$ cat src/cbs_pkg.sv
// Package: shared types and constants for the cooling boot sequencer.
`timescale 1ns / 1ps

package cbs_pkg;

    // Boot steps
    localparam logic [2:0] STEP_IDLE    = 3'd0;
    localparam logic [2:0] STEP_SENSOR  = 3'd1;
    localparam logic [2:0] STEP_PUMP    = 3'd2;
    localparam logic [2:0] STEP_FANS    = 3'd3;
    localparam logic [2:0] STEP_PSU     = 3'd4;
    localparam logic [2:0] STEP_DISPLAY = 3'd5;
    localparam logic [2:0] STEP_RUN     = 3'd6;

    // Status / finished codes
    localparam logic [1:0] STATUS_BOOTING = 2'd0;
    localparam logic [1:0] STATUS_RUN     = 2'd1;
    localparam logic [1:0] STATUS_FAULT   = 2'd2;

    // Failed channel codes
    localparam logic [2:0] CH_NONE = 3'd0;
    localparam logic [2:0] CH_PUMP = 3'd1;
    localparam logic [2:0] CH_MAIN = 3'd2;
    localparam logic [2:0] CH_PSU  = 3'd3;
    localparam logic [2:0] CH_AUX  = 3'd4;

    // Configuration register indexes
    localparam logic [2:0] CFG_PUMP_STALL   = 3'd0;
    localparam logic [2:0] CFG_FAN_STALL    = 3'd1;
    localparam logic [2:0] CFG_AUX_STALL    = 3'd2;
    localparam logic [2:0] CFG_SPINUP       = 3'd3;
    localparam logic [2:0] CFG_STEP_TIMEOUT = 3'd4;
    localparam logic [2:0] CFG_IGNORE_MASK  = 3'd5;
    localparam logic [2:0] CFG_PSU_MONITOR  = 3'd6;

    localparam int CFG_INDEX_W = 3;
    localparam int CFG_DATA_W  = 16;

    // Valid thermistor reading window
    localparam logic [11:0] ADC_MIN = 12'd10;
    localparam logic [11:0] ADC_MAX = 12'd4085;

    localparam logic [15:0] STEP_TIMEOUT_RESET = 16'd5000;

    typedef struct packed {
        logic [31:0] now_ms;
        logic        restart;
        logic [11:0] water_adc;
        logic [11:0] led_adc;
        logic [15:0] pump_rpm;
        logic [15:0] main_fan_rpm;
        logic [15:0] psu_fan_rpm;
        logic [15:0] aux_fan_rpm;
    } poll_t;

    typedef struct packed {
        logic [1:0] status;
        logic [2:0] boot_step;
        logic [2:0] fault_step;
        logic [2:0] failed_channel;
        logic       pump_spinup_cmd;
        logic       fans_spinup_cmd;
    } result_t;

    typedef struct packed {
        logic [15:0] pump_min_rpm;
        logic [15:0] fan_stall_rpm;
        logic [15:0] aux_min_rpm;
        logic [15:0] spin_wait_ms;
        logic [15:0] step_timeout_ms;
        logic [3:0]  ignore_mask;
        logic        psu_fan_monitor;
    } cfg_t;

    typedef struct packed {
        logic [2:0]  step;
        logic [31:0] step_entry_time;
        logic        pump_armed;
        logic [31:0] pump_start_time;
        logic        fans_armed;
        logic [31:0] fans_start_time;
        logic [1:0]  finished;
    } seq_state_t;

endpackage

$ cat src/cbs_core.sv
// Sequencer step logic: next state and result for one poll.
`timescale 1ns / 1ps

module cbs_core (
    input  cbs_pkg::cfg_t       cfg_i,
    input  cbs_pkg::seq_state_t state_i,
    input  cbs_pkg::poll_t      poll_i,
    output cbs_pkg::seq_state_t state_o,
    output cbs_pkg::result_t    result_o
);
    import cbs_pkg::*;

    function automatic logic adc_ok(input logic [11:0] v);
        adc_ok = (v >= ADC_MIN) && (v <= ADC_MAX);
    endfunction

    seq_state_t  cur;
    seq_state_t  nxt;
    result_t     res;
    logic        fault;
    logic        timed;
    logic [2:0]  fstep;
    logic [2:0]  chan;
    logic [31:0] pump_el;
    logic [31:0] fans_el;
    logic [31:0] step_el;
    logic        main_bad;
    logic        psu_bad;
    logic        aux_bad;
    logic        pump_bad;

    // Per-channel stall flags, masked by ignore bits
    assign pump_bad = !cfg_i.ignore_mask[0] && (poll_i.pump_rpm <= cfg_i.pump_min_rpm);
    assign main_bad = !cfg_i.ignore_mask[1] && (poll_i.main_fan_rpm <= cfg_i.fan_stall_rpm);
    assign psu_bad  = cfg_i.psu_fan_monitor && !cfg_i.ignore_mask[2]
                      && (poll_i.psu_fan_rpm <= cfg_i.fan_stall_rpm);
    assign aux_bad  = !cfg_i.ignore_mask[3] && (poll_i.aux_fan_rpm <= cfg_i.aux_min_rpm);

    always_comb begin
        cur = state_i;
        if (poll_i.restart) begin
            cur = '0;
        end
        nxt     = cur;
        res     = '0;
        fault   = 1'b0;
        timed   = 1'b1;
        fstep   = STEP_IDLE;
        chan    = CH_NONE;
        pump_el = '0;
        fans_el = '0;
        step_el = '0;

        if (cur.finished != STATUS_BOOTING) begin
            // Sequence over: repeat the outcome
            res.status     = cur.finished;
            res.boot_step  = cur.step;
            res.fault_step = (cur.finished == STATUS_FAULT) ? cur.step : STEP_IDLE;
        end else begin
            if (nxt.step == STEP_IDLE) begin
                nxt.step            = STEP_SENSOR;
                nxt.step_entry_time = poll_i.now_ms;
            end

            case (nxt.step)
                STEP_SENSOR: begin
                    if (adc_ok(poll_i.water_adc) && adc_ok(poll_i.led_adc)) begin
                        nxt.step_entry_time = poll_i.now_ms;
                        nxt.step            = STEP_PUMP;
                    end
                end
                STEP_PUMP: begin
                    if (!nxt.pump_armed) begin
                        nxt.pump_armed      = 1'b1;
                        nxt.pump_start_time = poll_i.now_ms;
                        res.pump_spinup_cmd = 1'b1;
                    end
                    if (!nxt.fans_armed) begin
                        nxt.fans_armed      = 1'b1;
                        nxt.fans_start_time = poll_i.now_ms;
                        res.fans_spinup_cmd = 1'b1;
                    end
                    pump_el = poll_i.now_ms - nxt.pump_start_time;
                    if (cfg_i.ignore_mask[0]
                        || ((pump_el >= {16'd0, cfg_i.spin_wait_ms})
                            && (poll_i.pump_rpm > cfg_i.pump_min_rpm))) begin
                        nxt.step_entry_time = poll_i.now_ms;
                        nxt.step            = STEP_FANS;
                    end
                end
                STEP_FANS: begin
                    if (!nxt.fans_armed) begin
                        nxt.fans_armed      = 1'b1;
                        nxt.fans_start_time = poll_i.now_ms;
                        res.fans_spinup_cmd = 1'b1;
                    end
                    fans_el = poll_i.now_ms - nxt.fans_start_time;
                    if ((fans_el >= {16'd0, cfg_i.spin_wait_ms})
                        && !main_bad && !psu_bad && !aux_bad) begin
                        nxt.step_entry_time = poll_i.now_ms;
                        nxt.step            = STEP_PSU;
                    end
                end
                STEP_PSU: begin
                    nxt.step_entry_time = poll_i.now_ms;
                    nxt.step            = STEP_DISPLAY;
                end
                STEP_DISPLAY: begin
                    nxt.step_entry_time = poll_i.now_ms;
                    nxt.step            = STEP_RUN;
                end
                STEP_RUN: begin
                    res.status   = STATUS_RUN;
                    nxt.finished = STATUS_RUN;
                end
                default: begin
                    // unreachable step code: immediate fault, no timeout check
                    timed = 1'b0;
                    fault = 1'b1;
                    fstep = nxt.step;
                end
            endcase

            // Timeout is judged after the step action, on the updated step
            step_el = poll_i.now_ms - nxt.step_entry_time;
            if (timed && (step_el > {16'd0, cfg_i.step_timeout_ms})) begin
                fault = 1'b1;
                fstep = nxt.step;
                if (nxt.step == STEP_PUMP) begin
                    chan = pump_bad ? CH_PUMP : CH_NONE;
                end else if (nxt.step == STEP_FANS) begin
                    if (main_bad) begin
                        chan = CH_MAIN;
                    end else if (psu_bad) begin
                        chan = CH_PSU;
                    end else if (aux_bad) begin
                        chan = CH_AUX;
                    end
                end
            end

            if (fault) begin
                res.status         = STATUS_FAULT;
                nxt.finished       = STATUS_FAULT;
                res.fault_step     = fstep;
                res.failed_channel = chan;
            end
            res.boot_step = nxt.step;
        end
    end

    assign state_o  = nxt;
    assign result_o = res;

endmodule

$ cat src/cooling_boot_sequencer_unit.sv
// Top level: cooling fan/pump power-up sequencer with config port.
// A poll waits in the input register until the result register (m_*) is free or
// draining. Throughput: one poll per cycle unless the result channel stalls.
// A stalled result holds m_data while one further poll waits in the input register.
// Reset (aresetn low, synchronous): pipeline empty, sequence cleared to step 0,
// config back to defaults (timeout 5000 ms, psu fan monitored, rest zero).
`timescale 1ns / 1ps

module cooling_boot_sequencer_unit (
    input  logic                            aclk,
    input  logic                            aresetn,
    // poll channel
    input  logic                            s_valid,
    output logic                            s_ready,
    input  cbs_pkg::poll_t                  s_data,
    // result channel
    output logic                            m_valid,
    input  logic                            m_ready,
    output cbs_pkg::result_t                m_data,
    // configuration write channel
    input  logic                            cfg_valid,
    output logic                            cfg_ready,
    input  logic [cbs_pkg::CFG_INDEX_W-1:0] cfg_index,
    input  logic [cbs_pkg::CFG_DATA_W-1:0]  cfg_data
);
    import cbs_pkg::*;

    // Input register stage
    logic       in_valid_reg;
    poll_t      in_data_reg;
    // Result register stage
    logic       out_valid_reg;
    result_t    out_data_reg;
    // Sequencer state and configuration
    seq_state_t state_reg;
    seq_state_t state_next;
    result_t    result_next;
    cfg_t       cfg_reg;
    logic       advance;

    // A poll moves from the input register into the result register (and
    // commits its state update) whenever the result slot is free or draining.
    assign advance   = in_valid_reg && (!out_valid_reg || m_ready);
    assign s_ready   = !in_valid_reg || advance;
    assign m_valid   = out_valid_reg;
    assign m_data    = out_data_reg;
    // The user must send config writes only while idle; the block does not enforce it, so they are always taken.
    assign cfg_ready = 1'b1;

    cbs_core u_core (
        .cfg_i    (cfg_reg),
        .state_i  (state_reg),
        .poll_i   (in_data_reg),
        .state_o  (state_next),
        .result_o (result_next)
    );

    // Handshake control
    always_ff @(posedge aclk) begin
        if (!aresetn) begin
            in_valid_reg  <= 1'b0;
            out_valid_reg <= 1'b0;
        end else begin
            if (s_ready) begin
                in_valid_reg <= s_valid;
            end
            if (advance) begin
                out_valid_reg <= 1'b1;
            end else if (m_ready) begin
                out_valid_reg <= 1'b0;
            end
        end
    end

    // Payload registers: no reset needed
    always_ff @(posedge aclk) begin
        if (s_ready && s_valid) begin
            in_data_reg <= s_data;
        end
        if (advance) begin
            out_data_reg <= result_next;
        end
    end

    // Sequencer state: updated once per poll transaction
    always_ff @(posedge aclk) begin
        if (!aresetn) begin
            state_reg <= '0;
        end else if (advance) begin
            state_reg <= state_next;
        end
    end

    // Configuration registers
    always_ff @(posedge aclk) begin
        if (!aresetn) begin
            cfg_reg.pump_min_rpm    <= '0;
            cfg_reg.fan_stall_rpm   <= '0;
            cfg_reg.aux_min_rpm     <= '0;
            cfg_reg.spin_wait_ms    <= '0;
            cfg_reg.step_timeout_ms <= STEP_TIMEOUT_RESET;
            cfg_reg.ignore_mask     <= '0;
            cfg_reg.psu_fan_monitor <= 1'b1;
        end else if (cfg_valid && cfg_ready) begin
            case (cfg_index)
                CFG_PUMP_STALL:   cfg_reg.pump_min_rpm    <= cfg_data;
                CFG_FAN_STALL:    cfg_reg.fan_stall_rpm   <= cfg_data;
                CFG_AUX_STALL:    cfg_reg.aux_min_rpm     <= cfg_data;
                CFG_SPINUP:       cfg_reg.spin_wait_ms    <= cfg_data;
                CFG_STEP_TIMEOUT: cfg_reg.step_timeout_ms <= cfg_data;
                CFG_IGNORE_MASK:  cfg_reg.ignore_mask     <= cfg_data[3:0];
                CFG_PSU_MONITOR:  cfg_reg.psu_fan_monitor <= cfg_data[0];
                default: begin
                    // index outside the register list: ignored
                end
            endcase
        end
    end

endmodule

$ cat config.mk
export PLATFORM = sky130hd
export DESIGN_NAME = cooling_boot_sequencer_unit
export DESIGN_NICKNAME = d
export VERILOG_FILES = /design/src/cbs_pkg.sv /design/src/cbs_core.sv /design/src/cooling_boot_sequencer_unit.sv
export SDC_FILE = /design/constraint.sdc
export NUM_CORES = 1
export LEC_CHECK = 0
export BUFFER_PORTS_ARGS = -buffer_cell sky130_fd_sc_hd__buf_2
export CELL_PAD_IN_SITES_DETAIL_PLACEMENT = 1
export CELL_PAD_IN_SITES_GLOBAL_PLACEMENT = 2
export CORE_ASPECT_RATIO = 0.6
export CORE_MARGIN = 1
export CORE_UTILIZATION = 38
export CTS_CLUSTER_SIZE = 8
export DETAILED_ROUTE_END_ITERATION = 6
export PLACE_DENSITY_LB_ADDON = 0.1
export SYNTH_ARGS = -nofsm -noshare
export SYNTH_HDL_FRONTEND = slang
export SYNTH_SLANG_ARGS = --single-unit
$ cat constraint.sdc
create_clock -name aclk -period 11.5 [get_ports aclk]
set_input_delay 2.3 -clock aclk [delete_from_list [all_inputs] [get_ports aclk]]
set_output_delay 2.3 -clock aclk [all_outputs]
set_load 0.005 [all_outputs]
==> insert_results.sql, run 1 <==
INSERT INTO impl_metrics (metric_group, metric, value, unit) VALUES
('floorplanning', 'std_cell_rows', '66', ''),
('sta', 'max_slew_margin', '15.1', '%'),
('final_layout', 'mostFrequentLayoutCell', 'nand2_1', ''),
('routing', 'routed_via_density', '5.68', ''),
('final_layout', 'post_route_cells_drive_above_1_share', '13.6', '%'),
('clock_tree', 'tritoncts_num_sinks', '322', ''),
('worst_setup_path', 'worst_path_dominant_cell_family', 'compound AO/OA/AOI/OAI gates', ''),
('worst_setup_path', 'path_max_fanout', '19', ''),
('final_layout', 'largest_register_ffs', '119', ''),
('pwr', 'worst_ir_drop_vdd', '119', 'µV'),
('floorplanning', 'dieArea', '0.0571', 'mm²'),
('routing', 'route.layer.met1.wl', '39.8', 'mm'),
('outcome', 'outcome', 'finished, final reports clean', ''),
('clock_tree', 'cts_hold_repair.buffers', '0', ''),
('job', 'maxCapViolations', '0', ''),
('global_routing', 'vias_in_the_first_global_route', '19400', ''),
('final_layout', 'final_nets', '2926', ''),
('floorplanning', 'die_width', '308', 'µm'),
('routing', 'met3RoutedLength', '5.20', 'mm'),
('synthesis', 'post_synth_inst_count', '2404', ''),
('worst_setup_path', 'critPathMaxStageDelay', '540', 'ps'),
('synthesis', 'synth_sequential_area_ratio', '36.4', '%'),
('routing', 'route.met2.wl', '29.2', 'mm'),
('floorplanning', 'die_height', '186', 'µm'),
('clock_tree', 'tritoncts', 'done', ''),
('hold_path', 'holdCritPathClass', 'flop to flop', ''),
('floorplanning', 'boundaryPins', '161', ''),
('final_layout', 'most-common-layout-cells', 'nand2_1 (300), ha_1 (193), dfxtp_1 (190)', ''),
('worst_setup_path', 'critPathMostFrequentCell', 'a21oi_1', ''),
('sta', 'achievable-frequency', '91.9', 'MHz'),
('worst_setup_path', 'crit_path_end_kind', 'flop', ''),
('routing', 'wire_per_inst', '22.3', 'µm'),
('final_layout', 'layout_utilization', '45.2', '%'),
('global_routing', 'grt_max_degree', '129', ''),
('synthesis', 'synthesis.nets', '2746', ''),
('placed_design', 'place_hpwl', '58.6', 'mm'),
('synthesis', 'yosys.cell_types.count', '100', ''),
('sta', 'final.period_utilization', '94.7', '%'),
('final_layout', 'area_growth', '16.0', '%'),
('sta', 'fin_worst_skew', '20.9', 'ps'),
('worst_setup_path', 'critPathRequiredTime', '11830', 'ps'),
('routing', 'antenna_left', '0', ''),
('sta', 'fin_crit', '10890', 'ps'),
('clock_tree', 'clock_path_buffers', '3', ''),
('sta', 'worst_pin_slew', '1270', 'ps'),
('sta', 'slew_viol_final', '0', ''),
('global_routing', 'globalRouteTotalUtil', '26.3', '%'),
('placed_design', 'place_congestion', '0.914', ''),
('clock_tree', 'clock_tree.htree_level_count', '2', ''),
('pwr', 'finalPower', '3300', 'µW'),
('synthesis', 'ys_async_rst_share', '0', '%'),
('routing', 'topRoutingLayerUsed', 'met5', ''),
('synthesis', 'synth_edf_count', '132', ''),
('sta', 'timing.setup.tns', '0', 'ps'),
('pwr', 'power.static_leakage', '0.00966', 'µW'),
('clock_tree', 'worst_skew_pair.late_latency', '600', 'ps'),
('sta', 'setup_slack', '614', 'ps'),
('clock_tree', 'clock_slew_at_reported_path_ffs', '60', 'ps'),
('routing', 'routed_wire_length', '75.2', 'mm'),
('synthesis', 'synth.yosys.warnings', '0', ''),
('worst_setup_path', 'timing.setup.critical_path_class', 'flop to flop', ''),
('clock_tree', 'ctsRootBufferMaster', 'clkbuf_16', ''),
('sta', 'report.final.setup_viol', '0', ''),
('worst_setup_path', 'worstPathArrival', '11220', 'ps'),
('global_routing', 'global_route_wire_length_before_repair', '114', 'mm'),
('synthesis', 'synth.ff_latch_count', '322', ''),
('clock_tree', 'cts_made_buffers', '46', ''),
('pwr', 'p_per_area', '133', 'mW/mm²'),
('synthesis', 'synth_area_per_cell', '8.88', 'µm²'),
('global_routing', 'antenna_found_initial', '3', ''),
('routing', '1st_pass_router_iterations', '5', ''),
('global_routing', 'overflow', '0', ''),
('placed_design', 'portBuffers', '157', ''),
('synthesis', 'synthesis.area', '0.0213', 'mm²'),
('routing', 'drc', '0', ''),
('floorplanning', 'floorplan.initialDensity', '38.9', '%'),
('routing', 'routed-via-count', '19100', ''),
('worst_setup_path', 'crit_slowest_cell', 'or4_4', ''),
('synthesis', 'synth_top_flop_cell', 'dfxtp_1', ''),
('worst_setup_path', 'cp-start-kind', 'flop', ''),
('sta', 'finalHoldViolCount', '0', ''),
('worst_setup_path', 'worst-path-buf-inv', '5', ''),
('placed_design', 'pre_cts_ws', '-429', 'ps'),
('floorplanning', 'core-area', '0.0548', 'mm²'),
('routing', 'first_iter_violations', '1505', '');
[cells in the mapped netlist, types with 8 or more instances]
master	count	area, µm²
nand2_1	301	1130
ha_1	195	2440
dfxtp_1	190	3800
nor2_1	156	586
a21oi_1	154	771
edfxtp_1	132	3960
inv_1	118	443
mux2i_1	105	1050
nor2b_1	94	588
o21ai_0	89	445
a21boi_0	78	586
clkbuf_1	78	293
a211oi_1	64	480
a21o_1	53	398
xnor2_1	51	447
nand3_1	47	235
nor3_1	44	220
a31oi_1	42	263
nand4_1	38	238
nand2b_1	30	188
o21a_1	26	195
nor4_1	25	156
xor2_1	24	210
o211ai_1	22	165
and3_1	19	119
a211o_1	15	131
buf_2	14	70.1
and2_1	11	68.8
a31o_2	10	87.6
o21bai_1	10	75.1
or3_1	10	62.6
o31ai_1	9	67.6
a2111oi_0	8	70.1
[power breakdown]
part           switching, µW  internal [µW]
clock network            545            768
logic                    424            281
registers               41.9           1240
total                   1010           2290
[final timing paths]
kind	start	endpoint	slack [ps]	depth (start not counted)
max reg2reg	in_data_reg[88]	m_data[7]	610	52
min	cfg_reg[16]	cfg_reg[16]	470	2
min reg2reg	cfg_reg[16]	cfg_reg[16]	470	2
max	in_data_reg[88]	m_data[7]	610	52
[worst register-to-register path: cells and delay by family, from the launching register on]
family	cells	cell delay, ps
compound gates	20	3830
simple gates	20	3650
fa+ha+maj	4	1150
buf+inv	5	930
flops	1	460
xor+xnor	2	390
mux	1	240
[routing by layer]
layer | track usage [%] | up-vias
met1 | 40.6 | 9464
met4 | 5.13 | 2
li1 | - | 9167
met3 | 5.75 | 62
met5 | 0 | -
met2 | 36.7 | 413
[metrics by stage]
stage / cells / hold WS, ps / area (µm²)
final: 3367 / 468 / 24800
after global routing: 3364 / 481 / 24800
after CTS: 3362 / 471 / 24600
after detailed placement: 3282 / 463 / 23200
after global placement: 3282 / 453 / 23200
after floorplan: 2404 / 436 / 21300
[final cells by class]
class / instances / area, µm²
fillers: 6388 / 30100
diodes: 3 / 7.51
inverters: 118 / 443
multi-input cells: 1856 / 12800
repair buffers: 240 / 1430
well taps: 748 / 936
clock buffers: 78 / 1300
clock inverters: 2 / 50.0
flip-flops and latches: 322 / 7770
[cells by family (layout without fill, tap and decap cells)]
kind of cell | count (synthesis) | count (layout) | share of synthesized area (%)
xor+xnor | 75 | 75 | 3.08
flops | 322 | 322 | 36.4
mux | 106 | 106 | 4.98
compound gates | 662 | 662 | 21.2
simple gates | 810 | 810 | 18.2
fa+ha+maj | 202 | 202 | 11.9
buf+inv | 226 | 438 | 4.30
other cells | 1 | 4 | 0.0176
[repair_timing]
action,CTS,global route
setup endpoints to repair,8,10
setup buffers,0,2
gates resized for setup,8,25
endpoints found under the hold margin,0,0
pin swaps,0,13
No activity file was read; power rests on OpenSTA's default activity.
==> run 2: changes to the inputs <==
--- a/config.mk
+++ b/config.mk
@@ -6,6 +6,7 @@
 export NUM_CORES = 1
 export LEC_CHECK = 0
 export BUFFER_PORTS_ARGS = -buffer_cell sky130_fd_sc_hd__buf_2
+export CAP_MARGIN = 20
 export CELL_PAD_IN_SITES_DETAIL_PLACEMENT = 1
 export CELL_PAD_IN_SITES_GLOBAL_PLACEMENT = 2
 export CORE_ASPECT_RATIO = 0.6
==> constraint.sdc (replaced) <==
create_clock -name aclk -period 11.5 [get_ports aclk]
set_input_delay 1.15 -clock aclk [delete_from_list [all_inputs] [get_ports aclk]]
set_output_delay 1.15 -clock aclk [all_outputs]
set_load 0.005 [all_outputs]
==> run 2 against run 1 <==
Core utilization down 0.25 points. Sequential power about the same. Non-clock buffer count down 17. Flip-flop and latch count unchanged. Total power down 0.18%. Highest routed layer unchanged. Design area down 0.56%. Combinational power down 1%. First-iteration DRC count down 10%. Count of clock-buffer cells in the layout down 2. Via count about the same. Register-to-register slack worse by 90 ps. Maximum frequency down 0.83%.
==> insert_results.sql, run 2 (synthesis results as in run 1) <==
INSERT INTO impl_metrics (metric_group, metric, value, unit) VALUES
('outcome', 'outcome', 'finished, final reports clean', ''),
('final_layout', 'finish.cell_count_without_fillers', '3347', ''),
('final_layout', 'area.sequential', '0.00777', 'mm²'),
('routing', 'routed_via_density', '5.71', ''),
('hold_path', 'min_to', 'cfg_reg[11]', ''),
('sta', 'achievable-frequency', '91.1', 'MHz'),
('floorplanning', 'boundaryPins', '161', ''),
('job', 'maxCapViolations', '0', ''),
('floorplanning', 'core-area', '0.0548', 'mm²'),
('pwr', 'part_of_the_total_power_dissipated_in_the_clock_network', '40.0', '%'),
('clock_tree', 'tritoncts', 'done', ''),
('final_layout', 'most-common-layout-cells', 'nand2_1 (300), ha_1 (192), dfxtp_1 (189)', ''),
('placed_design', 'portBuffers', '157', ''),
('final_layout', 'layout_utilization', '44.9', '%'),
('hold_path', 'worst_hold_startpoint', 'cfg_reg[11]', ''),
('placed_design', 'place_congestion', '0.912', ''),
('sta', 'worst_pin_slew', '981', 'ps'),
('worst_setup_path', 'critPathMostFrequentCell', 'nand3_1', ''),
('sta', 'fin_worst_skew', '31.9', 'ps'),
('sta', 'fin_crit', '10980', 'ps'),
('pwr', 'power.static_leakage', '0.00957', 'µW'),
('sta', 'report.final.setup_viol', '0', ''),
('floorplanning', 'dieArea', '0.0571', 'mm²'),
('routing', '1st_pass_router_iterations', '5', ''),
('pwr', 'p_switching', '1020', 'µW'),
('final_layout', 'largest_register_ffs', '119', ''),
('global_routing', 'overflow', '0', ''),
('sta', 'finalHoldViolCount', '0', ''),
('hold_path', 'holdCritPathClass', 'flop to flop', ''),
('routing', 'first_iter_violations', '1355', ''),
('worst_setup_path', 'crit_path_end_kind', 'flop', ''),
('global_routing', 'grt_max_degree', '80', ''),
('worst_setup_path', 'worst-path-buf-inv', '2', ''),
('worst_setup_path', 'critical_path.reg2reg.endpoint', 'm_data[7]', ''),
('final_layout', 'post_route_cells_drive_above_1_share', '13.1', '%'),
('clock_tree', 'cts_hold_repair.buffers', '0', ''),
('clock_tree', 'clock_tree.htree_level_count', '2', ''),
('global_routing', 'global_route_wire_length_before_repair', '115', 'mm'),
('clock_tree', 'tritoncts_num_sinks', '322', ''),
('final_layout', 'area_growth', '15.4', '%'),
('pwr', 'p_int', '2270', 'µW'),
('sta', 'max_slew_margin', '34.0', '%'),
('final_layout', 'mostFrequentLayoutCell', 'nand2_1', ''),
('global_routing', 'vias_in_the_first_global_route', '19400', ''),
('pwr', 'finalPower', '3290', 'µW'),
('pwr', 'switching_power_share_of_the_total', '31.1', '%'),
('worst_setup_path', 'reg2reg_setup_slack', '520', 'ps'),
('worst_setup_path', 'critPathMaxStageDelay', '530', 'ps'),
('hold_path', 'min_delay_path_depth', '2', ''),
('worst_setup_path', 'cp-start-kind', 'flop', ''),
('placed_design', 'place_inst', '3260', ''),
('sta', 'slew_viol_final', '0', ''),
('floorplanning', 'floorplan.initialDensity', '38.9', '%'),
('clock_tree', 'clock_slew_at_reported_path_ffs', '60', 'ps'),
('final_layout', 'multi_input_area', '0.0128', 'mm²'),
('worst_setup_path', 'critical_register_to_register_path_startpoint', 'in_data_reg[88]', ''),
('floorplanning', 'die_width', '308', 'µm'),
('clock_tree', 'worst_skew_pair.late_latency', '620', 'ps'),
('sta', 'setup_slack', '523', 'ps'),
('global_routing', 'globalRouteTotalUtil', '26.4', '%'),
('worst_setup_path', 'worstPathArrival', '11340', 'ps'),
('floorplanning', 'std_cell_rows', '66', ''),
('worst_setup_path', 'r2r.worst_path.cells', '50', ''),
('clock_tree', 'ctsRootBufferMaster', 'clkbuf_16', ''),
('routing', 'wire_per_inst', '22.5', 'µm'),
('placed_design', 'place_hpwl', '58.6', 'mm'),
('final_layout', 'final_nets', '2909', ''),
('pwr', 'p_per_area', '134', 'mW/mm²'),
('placed_design', 'pre_cts_ws', '-278', 'ps'),
('sta', 'final.period_utilization', '95.4', '%'),
('clock_tree', 'clock_path_buffers', '3', ''),
('routing', 'routed_wire_length', '75.2', 'mm'),
('worst_setup_path', 'crit_slowest_cell', 'or4_4', ''),
('routing', 'routed-via-count', '19100', ''),
('routing', 'antenna_left', '0', ''),
('pwr', 'share_comb_of_total_power', '21.1', '%'),
('pwr', 'seq_power_share', '38.9', '%'),
('worst_setup_path', 'path_max_fanout', '4', ''),
('final_layout', 'fill_cells', '6412', ''),
('global_routing', 'antenna_found_initial', '4', ''),
('worst_setup_path', 'critPathRequiredTime', '11860', 'ps'),
('clock_tree', 'cts_made_buffers', '46', ''),
('floorplanning', 'die_height', '186', 'µm'),
('worst_setup_path', 'timing.setup.critical_path_class', 'flop to flop', ''),
('worst_setup_path', 'worst_path_dominant_cell_family', 'simple AND/OR/NAND/NOR gates', ''),
('pwr', 'worst_ir_drop_vdd', '112', 'µV'),
('routing', 'drc', '0', '');
==> run 2: layer usage <==
layer | share of wire [%] | track usage, %
met2 | 39 | 36.4
met3 | 7.2 | 5.77
met1 | 53 | 41.0
met4 | 1.6 | 5.67
met5 | 0.045 | 0
==> run 2: final cells by class <==
cell class                      count  area share (%)
Inverter                          118            1.80
Tap cell                          748            3.80
Clock inverter                      3           0.325
Timing Repair Buffer              223            5.24
Multi-Input combinational cell   1856            52.1
Clock buffer                       76            5.17
Antenna cell                        1          0.0102
Sequential cell                   322            31.5
==> run 2: worst max-delay path by stage <==
stage                     from         to  slack, ps  depth (start not counted)
6_report       in_data_reg[88]  m_data[7]        520                         50
5_1_grt        in_data_reg[88]  m_data[7]       -100                         52
4_1_cts        in_data_reg[88]  m_data[7]         40                         50
3_5_place_dp     state_reg[67]  m_data[7]       -280                         54
3_3_place_gp   in_data_reg[88]  m_data[7]       -140                         51
2_1_floorplan  in_data_reg[88]  m_data[7]       1120                         54
==> run 2: worst register-to-register path, delay by kind of cell (launching register included) <==
kind	cells	cell delay (ps)
compound gates	17	3420
mux	1	270
xor+xnor	2	300
simple gates	23	4540
buf+inv	2	250
flops	1	460
fa+ha+maj	5	1460
==> run 2: what timing repair did <==
item,CTS,global route
pin swaps,1,8
setup buffers,1,6
resized for setup,4,33
endpoints found under the setup margin,8,10
==> run 2: power groups by stage <==
stage,Sequential [µW],Clock (µW),Combinational [µW]
floorplan,1280,0,450
global placement,1300,0,648
detailed placement,1300,0,670
CTS,1280,1350,676
global route,1280,1400,763
finish,1280,1320,695
==> run 2: stage by stage <==
step / cell area [µm²] / TNS [ps] / hold slack [ps]
after global routing: 24600 / -160 / 498
after detailed placement: 23100 / -806 / 462
after global placement: 23100 / -259 / 450
after floorplan: 21300 / 0 / 436
after CTS: 24500 / 0 / 470
final: 24600 / 0 / 467
